<file path="config.mk">
export PLATFORM = sky130hd
export DESIGN_NAME = vt100_escape_tokenizer
export DESIGN_NICKNAME = d
export VERILOG_FILES = /design/src/sv/vtt_pkg.sv /design/src/sv/vtt_decode.sv /design/src/sv/vt100_escape_tokenizer.sv
export SDC_FILE = /design/constraint.sdc
export NUM_CORES = 1
export LEC_CHECK = 0
export ABC_AREA = 1
export BUFFER_PORTS_ARGS = -buffer_cell sky130_fd_sc_hd__buf_2
export CAP_MARGIN = 25
export CORE_ASPECT_RATIO = 0.75
export CORE_MARGIN = 2
export CORE_UTILIZATION = 30
export DETAILED_ROUTE_END_ITERATION = 16
export SETUP_SLACK_MARGIN = 0.15
export SLEW_MARGIN = 15
export SYNTH_ARGS = -nofsm -noshare
export SYNTH_HDL_FRONTEND = slang
export SYNTH_HIERARCHICAL = 1
export SYNTH_SLANG_ARGS = --single-unit
</file>
<file path="constraint.sdc">
create_clock -name clk -period 7.8 [get_ports clk]
set_clock_uncertainty 0.2 [all_clocks]
set_input_delay 0.39 -clock clk [delete_from_list [all_inputs] [get_ports clk]]
set_output_delay 0.39 -clock clk [all_outputs]
set_load 0.03 [all_outputs]
</file>
<file path="src/sv/vtt_pkg.sv">
`default_nettype none

package vtt_pkg;

  // Parser modes.
  typedef enum logic [2:0] {
    MODE_GROUND = 3'd0,
    MODE_TEXT   = 3'd1,
    MODE_ESC    = 3'd2,
    MODE_CS0    = 3'd3,
    MODE_CS1    = 3'd4,
    MODE_HASH   = 3'd5,
    MODE_CSI    = 3'd6
  } mode_t;

  // Token codes.
  localparam logic [3:0] TOK_TEXT_FIRST    = 4'd0;
  localparam logic [3:0] TOK_TEXT_CHAR     = 4'd1;
  localparam logic [3:0] TOK_WRAP          = 4'd2;
  localparam logic [3:0] TOK_TEXT_END      = 4'd3;
  localparam logic [3:0] TOK_CONTROL       = 4'd4;
  localparam logic [3:0] TOK_DEL           = 4'd5;
  localparam logic [3:0] TOK_HIGH_BYTE     = 4'd6;
  localparam logic [3:0] TOK_ESC_MNEMONIC  = 4'd7;
  localparam logic [3:0] TOK_BARE_ESC      = 4'd8;
  localparam logic [3:0] TOK_CHARSET       = 4'd9;
  localparam logic [3:0] TOK_HASH_MNEMONIC = 4'd10;
  localparam logic [3:0] TOK_HASH_UNKNOWN  = 4'd11;
  localparam logic [3:0] TOK_CSI_ARG       = 4'd12;
  localparam logic [3:0] TOK_CSI_FUNCTION  = 4'd13;
  localparam logic [3:0] TOK_CSI_UNKNOWN   = 4'd14;
  localparam logic [3:0] TOK_CSI_TRUNCATED = 4'd15;

  // Special bytes.
  localparam logic [7:0] BYTE_ESC      = 8'd27;
  localparam logic [7:0] BYTE_DEL      = 8'd127;
  localparam logic [7:0] BYTE_SPACE    = 8'd32;
  localparam logic [7:0] BYTE_TILDE    = 8'h7E;
  localparam logic [7:0] BYTE_LPAREN   = 8'h28;
  localparam logic [7:0] BYTE_RPAREN   = 8'h29;
  localparam logic [7:0] BYTE_HASH     = 8'h23;
  localparam logic [7:0] BYTE_LBRACKET = 8'h5B;
  localparam logic [7:0] WRAP_RESET    = 8'd40;

  // Depth of the output token queue; the pointers wrap, so it stays a power of two.
  localparam int FIFO_DEPTH = 4;

  // One output token.
  typedef struct packed {
    logic [3:0] token;
    logic [7:0] value;
    logic       charset_set;
    logic       had_args;
    logic       last;
  } res_t;

  // Everything the decoder hands back for one request.
  typedef struct packed {
    logic [1:0] count;
    res_t       res0;
    res_t       res1;
    mode_t      mode_next;
    logic [7:0] column_next;
    logic       args_next;
  } dec_t;

  typedef struct packed {
    logic       hit;
    logic [4:0] idx;
  } lookup_t;

  // Simple escape table: 1 2 7 8 = > D E H M z c
  function automatic lookup_t esc_lookup(input logic [7:0] b);
    lookup_t r;
    r.hit = 1'b1;
    case (b)
      8'h31:   r.idx = 5'd0;
      8'h32:   r.idx = 5'd1;
      8'h37:   r.idx = 5'd2;
      8'h38:   r.idx = 5'd3;
      8'h3D:   r.idx = 5'd4;
      8'h3E:   r.idx = 5'd5;
      8'h44:   r.idx = 5'd6;
      8'h45:   r.idx = 5'd7;
      8'h48:   r.idx = 5'd8;
      8'h4D:   r.idx = 5'd9;
      8'h7A:   r.idx = 5'd10;
      8'h63:   r.idx = 5'd11;
      default: begin
        r.hit = 1'b0;
        r.idx = 5'd0;
      end
    endcase
    return r;
  endfunction

  // Line-attribute table after '#': 3 4 5 6 7 8
  function automatic lookup_t hash_lookup(input logic [7:0] b);
    lookup_t r;
    r.hit = (b >= 8'h33) && (b <= 8'h38);
    r.idx = r.hit ? 5'(b - 8'h33) : 5'd0;
    return r;
  endfunction

  // CSI function table: A B C D H J K R c f g h l m n q r x y
  function automatic lookup_t csi_lookup(input logic [7:0] b);
    lookup_t r;
    r.hit = 1'b1;
    case (b)
      8'h41:   r.idx = 5'd0;
      8'h42:   r.idx = 5'd1;
      8'h43:   r.idx = 5'd2;
      8'h44:   r.idx = 5'd3;
      8'h48:   r.idx = 5'd4;
      8'h4A:   r.idx = 5'd5;
      8'h4B:   r.idx = 5'd6;
      8'h52:   r.idx = 5'd7;
      8'h63:   r.idx = 5'd8;
      8'h66:   r.idx = 5'd9;
      8'h67:   r.idx = 5'd10;
      8'h68:   r.idx = 5'd11;
      8'h6C:   r.idx = 5'd12;
      8'h6D:   r.idx = 5'd13;
      8'h6E:   r.idx = 5'd14;
      8'h71:   r.idx = 5'd15;
      8'h72:   r.idx = 5'd16;
      8'h78:   r.idx = 5'd17;
      8'h79:   r.idx = 5'd18;
      default: begin
        r.hit = 1'b0;
        r.idx = 5'd0;
      end
    endcase
    return r;
  endfunction

  function automatic res_t make_res(input logic [3:0] tok, input logic [7:0] val,
                                    input logic cs, input logic ha);
    res_t r;
    r.token       = tok;
    r.value       = val;
    r.charset_set = cs;
    r.had_args    = ha;
    r.last        = 1'b0;
    return r;
  endfunction

endpackage

`default_nettype wire

</file>
<file path="src/sv/vtt_decode.sv">
`default_nettype none

// Per-byte decision logic: from the current parser state and one request,
// produce up to two tokens and the next parser state.
module vtt_decode
  import vtt_pkg::*;
(
  input  wire mode_t      mode,
  input  wire logic [7:0] column_count,
  input  wire logic       args_seen,
  input  wire logic [7:0] wrap_columns,
  input  wire logic [7:0] data_byte,
  input  wire logic       end_of_stream,
  output dec_t            dec
);

  logic       printable;
  logic       is_param;
  logic       g_emit;
  res_t       g_res;
  mode_t      g_mode;
  logic [7:0] g_col;
  logic [7:0] limit;
  logic [8:0] col_inc;
  lookup_t    esc_hit;
  lookup_t    hash_hit;
  lookup_t    csi_hit;
  res_t       r0;
  res_t       r1;
  logic [1:0] n;

  assign printable = (data_byte >= BYTE_SPACE) && (data_byte <= BYTE_TILDE);
  assign is_param  = ((data_byte >= 8'h30) && (data_byte <= 8'h39)) ||
                     ((data_byte >= 8'h3B) && (data_byte <= 8'h3F));
  assign limit     = (wrap_columns == 8'd0) ? 8'd1 : wrap_columns;
  assign col_inc   = {1'b0, column_count} + 9'd1;
  assign esc_hit   = esc_lookup(data_byte);
  assign hash_hit  = hash_lookup(data_byte);
  assign csi_hit   = csi_lookup(data_byte);

  // Handling of a byte as it would be seen in ground mode.
  always_comb begin
    g_emit = 1'b1;
    g_mode = MODE_GROUND;
    g_col  = column_count;
    if (printable) begin
      g_res  = make_res(TOK_TEXT_FIRST, data_byte, 1'b0, 1'b0);
      g_mode = MODE_TEXT;
      g_col  = 8'd1;
    end else if (data_byte == BYTE_ESC) begin
      g_res  = make_res(TOK_CONTROL, data_byte, 1'b0, 1'b0);
      g_emit = 1'b0;
      g_mode = MODE_ESC;
    end else if (data_byte < BYTE_SPACE) begin
      g_res  = make_res(TOK_CONTROL, data_byte, 1'b0, 1'b0);
    end else if (data_byte == BYTE_DEL) begin
      g_res  = make_res(TOK_DEL, data_byte, 1'b0, 1'b0);
    end else begin
      g_res  = make_res(TOK_HIGH_BYTE, data_byte, 1'b0, 1'b0);
    end
  end

  // Mode dispatch.
  always_comb begin
    n              = 2'd0;
    r0             = '0;
    r1             = '0;
    dec.mode_next  = mode;
    dec.column_next = column_count;
    dec.args_next  = args_seen;
    if (end_of_stream) begin
      // Flush whatever is open and return to ground.
      n = 2'd1;
      unique case (mode)
        MODE_TEXT: r0 = make_res(TOK_TEXT_END, 8'd0, 1'b0, 1'b0);
        MODE_ESC:  r0 = make_res(TOK_BARE_ESC, BYTE_ESC, 1'b0, 1'b0);
        MODE_CS0:  r0 = make_res(TOK_BARE_ESC, BYTE_LPAREN, 1'b0, 1'b0);
        MODE_CS1:  r0 = make_res(TOK_BARE_ESC, BYTE_RPAREN, 1'b0, 1'b0);
        MODE_HASH: r0 = make_res(TOK_BARE_ESC, BYTE_HASH, 1'b0, 1'b0);
        MODE_CSI:  r0 = make_res(TOK_CSI_TRUNCATED, 8'd0, 1'b0, args_seen);
        default:   n  = 2'd0;
      endcase
      dec.mode_next   = MODE_GROUND;
      dec.column_next = 8'd0;
      dec.args_next   = 1'b0;
    end else begin
      unique case (mode)
        MODE_TEXT: begin
          if (printable) begin
            if (col_inc > {1'b0, limit}) begin
              r0 = make_res(TOK_WRAP, 8'd0, 1'b0, 1'b0);
              r1 = make_res(TOK_TEXT_CHAR, data_byte, 1'b0, 1'b0);
              n  = 2'd2;
              dec.column_next = 8'd1;
            end else begin
              r0 = make_res(TOK_TEXT_CHAR, data_byte, 1'b0, 1'b0);
              n  = 2'd1;
              dec.column_next = col_inc[7:0];
            end
          end else begin
            // Run ends; the byte itself is then a ground byte.
            r0 = make_res(TOK_TEXT_END, 8'd0, 1'b0, 1'b0);
            r1 = g_res;
            n  = g_emit ? 2'd2 : 2'd1;
            dec.mode_next   = g_mode;
            dec.column_next = 8'd0;
          end
        end
        MODE_ESC: begin
          dec.mode_next = MODE_GROUND;
          if (data_byte == BYTE_LPAREN) begin
            dec.mode_next = MODE_CS0;
          end else if (data_byte == BYTE_RPAREN) begin
            dec.mode_next = MODE_CS1;
          end else if (data_byte == BYTE_HASH) begin
            dec.mode_next = MODE_HASH;
          end else if (data_byte == BYTE_LBRACKET) begin
            dec.mode_next = MODE_CSI;
            dec.args_next = 1'b0;
          end else if (esc_hit.hit) begin
            r0 = make_res(TOK_ESC_MNEMONIC, {3'b000, esc_hit.idx}, 1'b0, 1'b0);
            n  = 2'd1;
          end else begin
            // Unknown follower: bare escape, then reprocess the byte.
            r0 = make_res(TOK_BARE_ESC, BYTE_ESC, 1'b0, 1'b0);
            r1 = g_res;
            n  = g_emit ? 2'd2 : 2'd1;
            dec.mode_next   = g_mode;
            dec.column_next = g_col;
          end
        end
        MODE_CS0, MODE_CS1: begin
          r0 = make_res(TOK_CHARSET, data_byte, (mode == MODE_CS1), 1'b0);
          n  = 2'd1;
          dec.mode_next = MODE_GROUND;
        end
        MODE_HASH: begin
          if (hash_hit.hit) begin
            r0 = make_res(TOK_HASH_MNEMONIC, {3'b000, hash_hit.idx}, 1'b0, 1'b0);
          end else begin
            r0 = make_res(TOK_HASH_UNKNOWN, data_byte, 1'b0, 1'b0);
          end
          n = 2'd1;
          dec.mode_next = MODE_GROUND;
        end
        MODE_CSI: begin
          n = 2'd1;
          if (is_param) begin
            r0 = make_res(TOK_CSI_ARG, data_byte, 1'b0, 1'b0);
            dec.args_next = 1'b1;
          end else begin
            if (csi_hit.hit) begin
              r0 = make_res(TOK_CSI_FUNCTION, {3'b000, csi_hit.idx}, 1'b0, args_seen);
            end else begin
              r0 = make_res(TOK_CSI_UNKNOWN, data_byte, 1'b0, args_seen);
            end
            dec.mode_next = MODE_GROUND;
            dec.args_next = 1'b0;
          end
        end
        default: begin
          // Ground, and any unused mode code.
          r0 = g_res;
          n  = g_emit ? 2'd1 : 2'd0;
          dec.mode_next   = g_mode;
          dec.column_next = g_col;
        end
      endcase
    end

    // Mark the final token of this request.
    r0.last   = (n == 2'd1);
    r1.last   = (n == 2'd2);
    dec.count = n;
    dec.res0  = r0;
    dec.res1  = r1;
  end

endmodule

`default_nettype wire

</file>
<file path="src/sv/vt100_escape_tokenizer.sv">
`default_nettype none

// Terminal byte stream tokenizer.
// Input stream: s_axis_tdata[7:0] carries one terminal byte; s_axis_tuser set
// marks end of stream, which carries no byte and flushes any open text run or
// escape sequence. Output stream: each request gives zero, one or two tokens;
// m_axis_tlast marks the final token caused by one request.
// Configuration: cfg_wr_en writes cfg_wr_data into the wrap column count
// (reset 40, zero acts as one); write only while the block is idle.
// The tokens of a request are written into the output queue as the request
// is accepted, by a single combinational decode pass, so a request can be
// accepted every cycle while s_axis_tready is high; a request that gives two
// tokens drains one per output transfer; the FIFO_DEPTH-entry queue absorbs it.
// s_axis_tready is high while at least two queue entries are free.
// When the receiver stalls, tokens wait in the queue with their data held,
// and input is refused once fewer than two entries remain free.
// Reset (rst, synchronous) empties the queue, returns the parser to ground
// mode and restores the wrap column count.
module vt100_escape_tokenizer
  import vtt_pkg::*;
(
  input  wire logic        clk,
  input  wire logic        rst,
  input  wire logic        cfg_wr_en,
  input  wire logic [7:0]  cfg_wr_data,
  input  wire logic        s_axis_tvalid,
  output logic             s_axis_tready,
  input  wire logic [7:0]  s_axis_tdata,  // [7:0] data_byte
  input  wire logic        s_axis_tuser,  // [0] end_of_stream
  output logic             m_axis_tvalid,
  input  wire logic        m_axis_tready,
  output logic [15:0]      m_axis_tdata,  // [3:0] token, [11:4] value, zero above
  output logic [1:0]       m_axis_tuser,  // [0] charset_set, [1] had_args
  output logic             m_axis_tlast
);

  localparam int PW = (FIFO_DEPTH > 1) ? $clog2(FIFO_DEPTH) : 1;
  localparam int CW = $clog2(FIFO_DEPTH + 1);

  logic [7:0]    wrap_columns;
  mode_t         mode;
  logic [7:0]    column_count;
  logic          args_seen;
  dec_t          dec;
  res_t          queue [FIFO_DEPTH];
  logic [PW-1:0] wr_ptr;
  logic [PW-1:0] rd_ptr;
  logic [CW-1:0] fill;
  logic          s_fire;
  logic          m_fire;
  logic [1:0]    push_n;
  res_t          head;

  assign s_fire = s_axis_tvalid && s_axis_tready;
  assign m_fire = m_axis_tvalid && m_axis_tready;
  assign push_n = s_fire ? dec.count : 2'd0;

  // Wrap column register.
  always_ff @(posedge clk) begin
    if (rst) begin
      wrap_columns <= WRAP_RESET;
    end else if (cfg_wr_en) begin
      wrap_columns <= cfg_wr_data;
    end
  end

  vtt_decode u_decode (
    .mode          (mode),
    .column_count  (column_count),
    .args_seen     (args_seen),
    .wrap_columns  (wrap_columns),
    .data_byte     (s_axis_tdata),
    .end_of_stream (s_axis_tuser),
    .dec           (dec)
  );

  // Parser state.
  always_ff @(posedge clk) begin
    if (rst) begin
      mode         <= MODE_GROUND;
      column_count <= 8'd0;
      args_seen    <= 1'b0;
    end else if (s_fire) begin
      mode         <= dec.mode_next;
      column_count <= dec.column_next;
      args_seen    <= dec.args_next;
    end
  end

  // Token queue storage.
  always_ff @(posedge clk) begin
    if (s_fire && (dec.count != 2'd0)) begin
      queue[wr_ptr] <= dec.res0;
    end
    if (s_fire && (dec.count == 2'd2)) begin
      queue[wr_ptr + PW'(1)] <= dec.res1;
    end
  end

  // Queue pointers and fill level.
  always_ff @(posedge clk) begin
    if (rst) begin
      wr_ptr <= '0;
      rd_ptr <= '0;
      fill   <= '0;
    end else begin
      wr_ptr <= wr_ptr + PW'(push_n);
      if (m_fire) begin
        rd_ptr <= rd_ptr + PW'(1);
      end
      fill <= fill + CW'(push_n) - CW'(m_fire);
    end
  end

  assign s_axis_tready = (fill <= CW'(FIFO_DEPTH - 2));
  assign m_axis_tvalid = (fill != '0);
  assign head          = queue[rd_ptr];
  assign m_axis_tdata  = {4'b0000, head.value, head.token};
  assign m_axis_tuser  = {head.had_args, head.charset_set};
  assign m_axis_tlast  = head.last;

endmodule

`default_nettype wire

</file>
# After elaboration in Yosys (flattened, before gate mapping)
# Memories as Yosys holds them, arrays and structs flattened. A register that Yosys moved wholly into a read port is not among the register bits.
# Cells that the tools add are included.
# classes
add_sub_neg,7
magnitude_cmp,11
n_eq_ne,51
muxes,74
n_reduce_logical,22
# ops
operator,n
$mux 15,15
$eq 8x7->1 const B,24
$pmux 15 s6,1
$pmux 5 s18,1
$mux 13,6
$pmux 15 s5,1
$eq 8x6->1 const B,9
$pmux 4 s11,1
$mux 8,5
$mux 12,3
$ge 8x6->1 const B,4
$pmux 15 s2,1
$mux 9,3
$mux 2,13
$le 8x6->1 const B,3
$pmux 8 s3,1
$mux 3,7
$ne 3x3->1 const B,7
$reduce_or 19->1,1
$mux 1,12
$pmux 3 s4,1
$reduce_or 12->1,1
$mux 11,1
$add 8x1->9 const B,1
31 further kinds,43
# totals
ff_bits,27
ram_bits,60
inputBits,22
output_inout_bits,21
wordCells,173
memories,1
# mem_list
name,depth,width,rd,rd_ports_with_merged_regs,write_ports,line,source
queue,4,15,1,1,2,vt100_escape_tokenizer.sv:45,res_t queue [FIFO_DEPTH];

# Longest topological paths before layout
# Gate-level depths: netlist (run 1).
# depth
ltp_word,15
depth_mapped,27
mapped_depth_nobuf,27

# Hierarchy
# Netlist (run 1), hierarchy kept.
# by_module_without_submodules
module,instances,cells_per_inst,area_each_um2,seq_area_each_um2
vt100_escape_tokenizer,1,515,4307.9,2382.3
vtt_decode,1,470,2446.1,0.0

# Worst setup path before layout (run 1)
# Ideal clock, no wire load.
# synth_path
path_type,register to register
from,register column_count[0]
to,"memory queue[1][0] (netlist name), enable pin"
setup_time_ps,366
t_arrival_ps,3283
required_time_ps,7234
setup_slack_ps,3951
stages_incl_launch_ff,19
path_buffers,1
period_less_slack_ps,3849
path_cell_list,dfxtp_1 > ha_1 > nand3_1 > nor3b_2 > xor2_1 > ha_1 > and3_1 > nand3_1 > nand2_1 > nand2_1 > inv_1 > nand2_1 > a21oi_4 > nor3_1 > nand2_1 > nor2_8 > nand2_2 > buf_2 > nand2_1
# synth_rtl
element,line,source
start: declaration,vt100_escape_tokenizer.sv:42,logic [7:0] column_count;
start signal: assignment,vt100_escape_tokenizer.sv:85,column_count <= dec.column_next;
end: declaration,vt100_escape_tokenizer.sv:45,

==> impl_metrics.yaml, run 1 <==
synth:
  yosys-top-cells-area: "edfxtp_1 (27%), nand2_1 (17%), dfxtp_1 (8.6%), nand3_1 (7.9%), nor2_1 (6.4%)"
  async_reset_ff_frac: 0
  yosysWarnings: 6
  syn_area_um2: 6750
  synth_edf_count: 60
  synthFlopType: "edfxtp_1"
  post-synth-top-count-cell: "nand2_1"
  yosysTopAreaCellShare: 0.267
  synth.avg_cell_area_um2: 6.86
  synth.distinct_cells: 49
  synth-seq-cells: 89
  yosysSeqAreaShare: 0.353
  yosys-top-cells-count: "nand2_1 (298), nor2_1 (115), nand3_1 (107), inv_1 (72), edfxtp_1 (60)"
  yosysTopAreaCell: "edfxtp_1"
  netlist_instances: 985
timing:
  fin_crit_sh: 0.650
  period_minus_slack_ps: 5070
  max_freq_ghz: 0.197
  final_max_slew_viol_count: 0
  maxSlewHeadroom: 0.316
  setup_tns_ps: 0
  tightest_slew_ps: 1020
  hold_violations: 0
  setup_viol: 0
  rsz0062_at_grt: "no"
  whs_ps: 63.6
floorplanning:
  die-area_um2: 23700
  dieHeight_um: 134
  ios: 43
  core_area_um2: 22100
  num_rows: 47
  die_w_um: 177
  start_util: 0.306
worst_setup_path:
  critPathMaxStageDelay_ps: 630
  endpoint: "queue[0][3]"
  cp.required_ps: 7580
  critical_path_arrival_ps: 4850
  start_kind: "flip-flop"
  cpMaxStageDelayCell: "nor2_8"
  crit_path_max_fanout: 64
  crit_chain: "ha_1 -> nand3_1 -> nor3b_2 -> xor2_1 -> ha_1 -> and3_1 -> nand3_1 -> nand2_1 -> nand2_1 -> inv_1 -> nand2_1 -> a21oi_4 -> nor3_1 -> nand2_1 -> nor2_8 -> nand2_2 -> nand2_1"
  crit_path_end_kind: "flip-flop"
  path_class: "flip-flop to flip-flop"
  r2r_slack_ps: 2730
  rr_startpoint: "column_count[0]"
  reg2regPathDepth: 17
  critPathLaunch: "column_count[0]"
  path_common_cell: "nand2_1"
  timing.rr.end: "queue[0][3]"
clocking:
  cts_buffer_depth: 2
  cts_htree_levels: 3
  hold_buffers: 0
  cts_tree: "yes"
  cts_root_buf: "clkbuf_16"
  clkTransAtPathRegs_ps: 70
  cts_resized: 0
  cts_made_buffers: 9
  worstSkewPairLatency_ps: 340
  clock_sinks: 89
  post_cts_buffers: 0
route:
  vias: 6652
  viasPerCell: 5.12
  wl_um: 20900
  remaining_drc_errors: 0
  wl_per_cell_um: 16.1
  first_iter_violations: 1007
  firstDrtPassIters: 5
  ant_nets: 0
grt:
  antenna_found_initial: 0
  track_usage: 0.181
  grt_pass1_wl_um: 33500
  grt_max_degree: 65
  overflow: 0
  grt_pass1_vias: 6047
placement:
  postPlaceCellArea_um2: 7120
  gp_congestion: 1.01
  io_buffers: 38
  hpwl_um: 15900
outcome:
  run_status: "finished, final reports clean"
pwr:
  p_per_area_nw_per_um2: 199
  ir_drop_v: 0.000119
  power_leakage_uw: 0.00335
  fin_total_pwr_uw: 1480
final_layout:
  postLayoutCoreUtil: 0.337
  fin_nets: 1042
  antennaDiodeCount: 0
  area_delta_synth_final_pct: 9.93
  fin_area_um2: 7420
  drive_gt1_frac: 0.128
run:
  cap_violations: 0
min_path:
  hold_class: "input port to flip-flop"
[cell usage in the layout (no fill, tap or decap), types with 3 or more instances in the layout]
master / netlist / final
o211ai_1: 6 / 6
clkinv_1: 3 / 3
buf_2: 15 / 38
ha_1: 19 / 19
inv_1: 72 / 72
o22ai_1: 17 / 17
inv_6: 1 / 3
nor2_4: 9 / 9
nor2_1: 115 / 115
nand3_1: 107 / 107
xor2_1: 6 / 6
edfxtp_1: 60 / 60
nand3_2: 5 / 5
nand2_4: 3 / 3
conb_1: 2 / 7
nand4_1: 10 / 10
nor2_2: 14 / 14
inv_2: 17 / 17
dfxtp_1: 29 / 29
o21ai_0: 56 / 56
clkbuf_16: 0 / 9
a31oi_1: 4 / 4
nand2_1: 298 / 298
nand2_2: 13 / 13
inv_8: 0 / 3
nor3_1: 14 / 14
o21ai_1: 3 / 3
a21oi_1: 35 / 35
[flip-flops by register name, indices dropped and copies added (netlist names), named ones only]
register      cells
queue            60
wrap_columns      8
wr_ptr            2
fill              3
mode              3
args_seen         1
rd_ptr            2
column_count      8
[kinds of logic after synthesis]
group / synth area share
buffers and inverters: 0.0854
AND/OR/NAND/NOR: 0.403
adder cells (fa/ha/maj): 0.0382
other: 0.00111
XOR/XNOR: 0.0104
AO/OA/AOI/OAI: 0.109
flip-flops: 0.353
[metal layers]
metal | up-vias | track usage | part of all wire
met3 | 36 | 0.0346 | 0.095
li1 | 3283 | - | -
met5 | - | 0 | 0
met4 | 0 | 0.0414 | 0.021
met1 | 3009 | 0.279 | 0.47
met2 | 324 | 0.256 | 0.41
[worst max-delay path, delay by kind of cell, from the launching register on]
family                     cells  cell delay (ps)
and+or+nand+nor               12             3110
adders and majority gates      2              490
DFF                            1              450
xor gates and xnor gates       1              220
AOI/OAI and AO/OA              1              110
buffers and inverters          1              100
[stage by stage]
stage | setup slack, ps | instances
after floorplan | 3950 | 990
after global placement | 2950 | 1283
after detailed placement | 2790 | 1283
after CTS | 2770 | 1299
after global routing | 2340 | 1299
final | 2730 | 1299
[worst min path at each step]
stage,startpoint,end,slack [ps],depth (start not counted)
floorplan,wrap_columns[5],wrap_columns[5],230,2
global placement,wrap_columns[5],wrap_columns[5],250,2
detailed placement,wrap_columns[5],wrap_columns[5],250,2
CTS,cfg_wr_data[4],wrap_columns[4],60,3
global route,cfg_wr_data[6],wrap_columns[6],60,3
finish,cfg_wr_data[4],wrap_columns[4],60,3
[cell type report]
type / instances / area [um2]
clock buffers: 9 / 225
clock inverters: 7 / 76.3
fillers: 2353 / 14600
inverters: 93 / 354
multi-input cells: 767 / 3810
flip-flops and latches: 89 / 2380
well taps: 294 / 368
repair buffers: 40 / 205
[power by group]
part           internal (uW)  switching [uW]
Clock                    229             215
Sequential               543            22.7
Combinational            123             346
(Power assumes the default switching activity.)
==> inputs of run 2 (changes only) <==
==> constraint.sdc (replaced) <==
create_clock -name clk -period 5.1 [get_ports clk]
set_clock_uncertainty 0.2 [all_clocks]
set_input_delay 0.255 -clock clk [delete_from_list [all_inputs] [get_ports clk]]
set_output_delay 0.255 -clock clk [all_outputs]
set_load 0.03 [all_outputs]
==> impl_metrics.yaml, run 2 (synthesis gave the netlist of run 1 again) <==
final_layout:
  postLayoutCoreUtil: 0.342
  fin_cells: 1311
  regMostFlops: "queue"
  regArea_um2: 2380
  area_delta_synth_final_pct: 11.6
  n_fill_cell: 2363
  final_cell_mix: "nand2_1 (297), nor2_1 (115), nand3_1 (107)"
  fin_area_um2: 7540
  drive_gt1_frac: 0.132
  antennaDiodeCount: 0
  mostFrequentLayoutCell: "nand2_1"
  multiInputGateArea_um2: 3820
  top_regs: "queue x60, column_count x8, wrap_columns x8"
  largest_reg_flops: 60
  fin_nets: 1054
timing:
  hold_violations: 0
  setup_tns_ps: 0
  rsz0062_at_grt: "no"
  fin_crit_sh: 0.894
  max_freq_ghz: 0.219
  setup_viol: 0
  final_max_slew_viol_count: 0
  period_minus_slack_ps: 4560
  maxSlewHeadroom: 0.387
  tightest_slew_ps: 919
placement:
  hpwl_um: 14700
  gp_congestion: 0.981
  io_buffers: 38
  postPlaceCellArea_um2: 7150
  dp_cells: 1286
pwr:
  ir_drop_v: 0.000193
  power_leakage_uw: 0.00341
  fin_total_pwr_uw: 2270
  p_per_area_nw_per_um2: 302
worst_setup_path:
  crit_path_max_fanout: 16
  start_kind: "flip-flop"
  crit_path_end_kind: "flip-flop"
  critPathLaunch: "column_count[0]"
  path_class: "flip-flop to flip-flop"
  rr_startpoint: "column_count[0]"
  critical_path_arrival_ps: 4330
  cp.required_ps: 4880
clocking:
  cts_root_buf: "clkbuf_16"
  cts_made_buffers: 9
  worstSkewPairLatency_ps: 340
  cts_htree_levels: 3
  post_cts_buffers: 0
  clock_sinks: 89
  cts_tree: "yes"
  clkTransAtPathRegs_ps: 80
  cts_buffer_depth: 2
floorplanning:
  start_util: 0.306
  die-area_um2: 23700
  core_area_um2: 22100
  dieHeight_um: 134
  die_w_um: 177
  num_rows: 47
  ios: 43
min_path:
  holdCritStartpoint: "m_axis_tready"
  hold_class: "input port to flip-flop"
route:
  remaining_drc_errors: 0
  vias: 6666
  wl_per_cell_um: 15.3
  wl_um: 20000
  first_iter_violations: 771
  firstDrtPassIters: 5
  viasPerCell: 5.08
  ant_nets: 0
grt:
  track_usage: 0.170
  grt_max_degree: 38
  grt_pass1_vias: 6033
  overflow: 0
  grt_pass1_wl_um: 32700
  antenna_found_initial: 0
run:
  cap_violations: 0
outcome:
  run_status: "finished, final reports clean"
==> run 2: metrics by stage <==
step           hold WS, ps  setup WS (ps)
6_report              35.3            541
5_1_grt               53.0            168
4_1_cts               27.9            522
3_5_place_dp           250            541
3_3_place_gp           243            699
2_1_floorplan          181           1250
==> run 2: metal layers <==
metal | vias to the layer above | wire length (um) | global-route usage
met5 | - | 0 | 0
met4 | 0 | 167 | 0.0260
met3 | 17 | 1410 | 0.0292
met1 | 3103 | 9950 | 0.262
li1 | 3289 | - | -
met2 | 257 | 8470 | 0.252
==> run 2: layout make-up <==
class / instances / area share
Clock buffer: 9 / 0.0299
Inverter: 93 / 0.0470
Timing Repair Buffer: 52 / 0.0420
Tap cell: 294 / 0.0488
Multi-Input combinational cell: 767 / 0.506
Clock inverter: 7 / 0.0101
Sequential cell: 89 / 0.316
==> run 2: what timing repair did <==
item,4_1_cts,5_1_grt
endpoints found under the hold margin,8,0
gates resized for setup,0,2
endpoints found under the setup margin,0,30
hold buffers,8,0
==> run 2: report_power, final <==
group          total [uW]  leakage (uW)  switching (uW)  internal, uW
combinational         725       0.00247             530           196
sequential            865      0.000792            35.3           830
clock                 684      0.000149             334           350
total                2270       0.00341             899          1380
==> run 2: worst max-delay path: stages (launching register included) <==
cell and delay [ps]:
dfxtp_1 450, ha_1 240, nand3_1 140, nor3b_2 230, xor2_1 230, ha_1 280, and3_1 190, nand3_1 70
nand2_1 100, nand2_1 120, inv_1 100, nand2_1 120, a21oi_4 110, nor3_1 290, nand2_1 200, nor2_8 180
nand2_2 240, nand2_1 710
==> run 2: final timing paths <==
kind / to / slack, ps / depth (start not counted)
hold / removal: rd_ptr[1] / 40 / 3
setup / recovery: queue[2][8] / 540 / 17
hold reg to reg: wrap_columns[5] / 270 / 2
setup reg to reg: queue[2][8] / 540 / 17
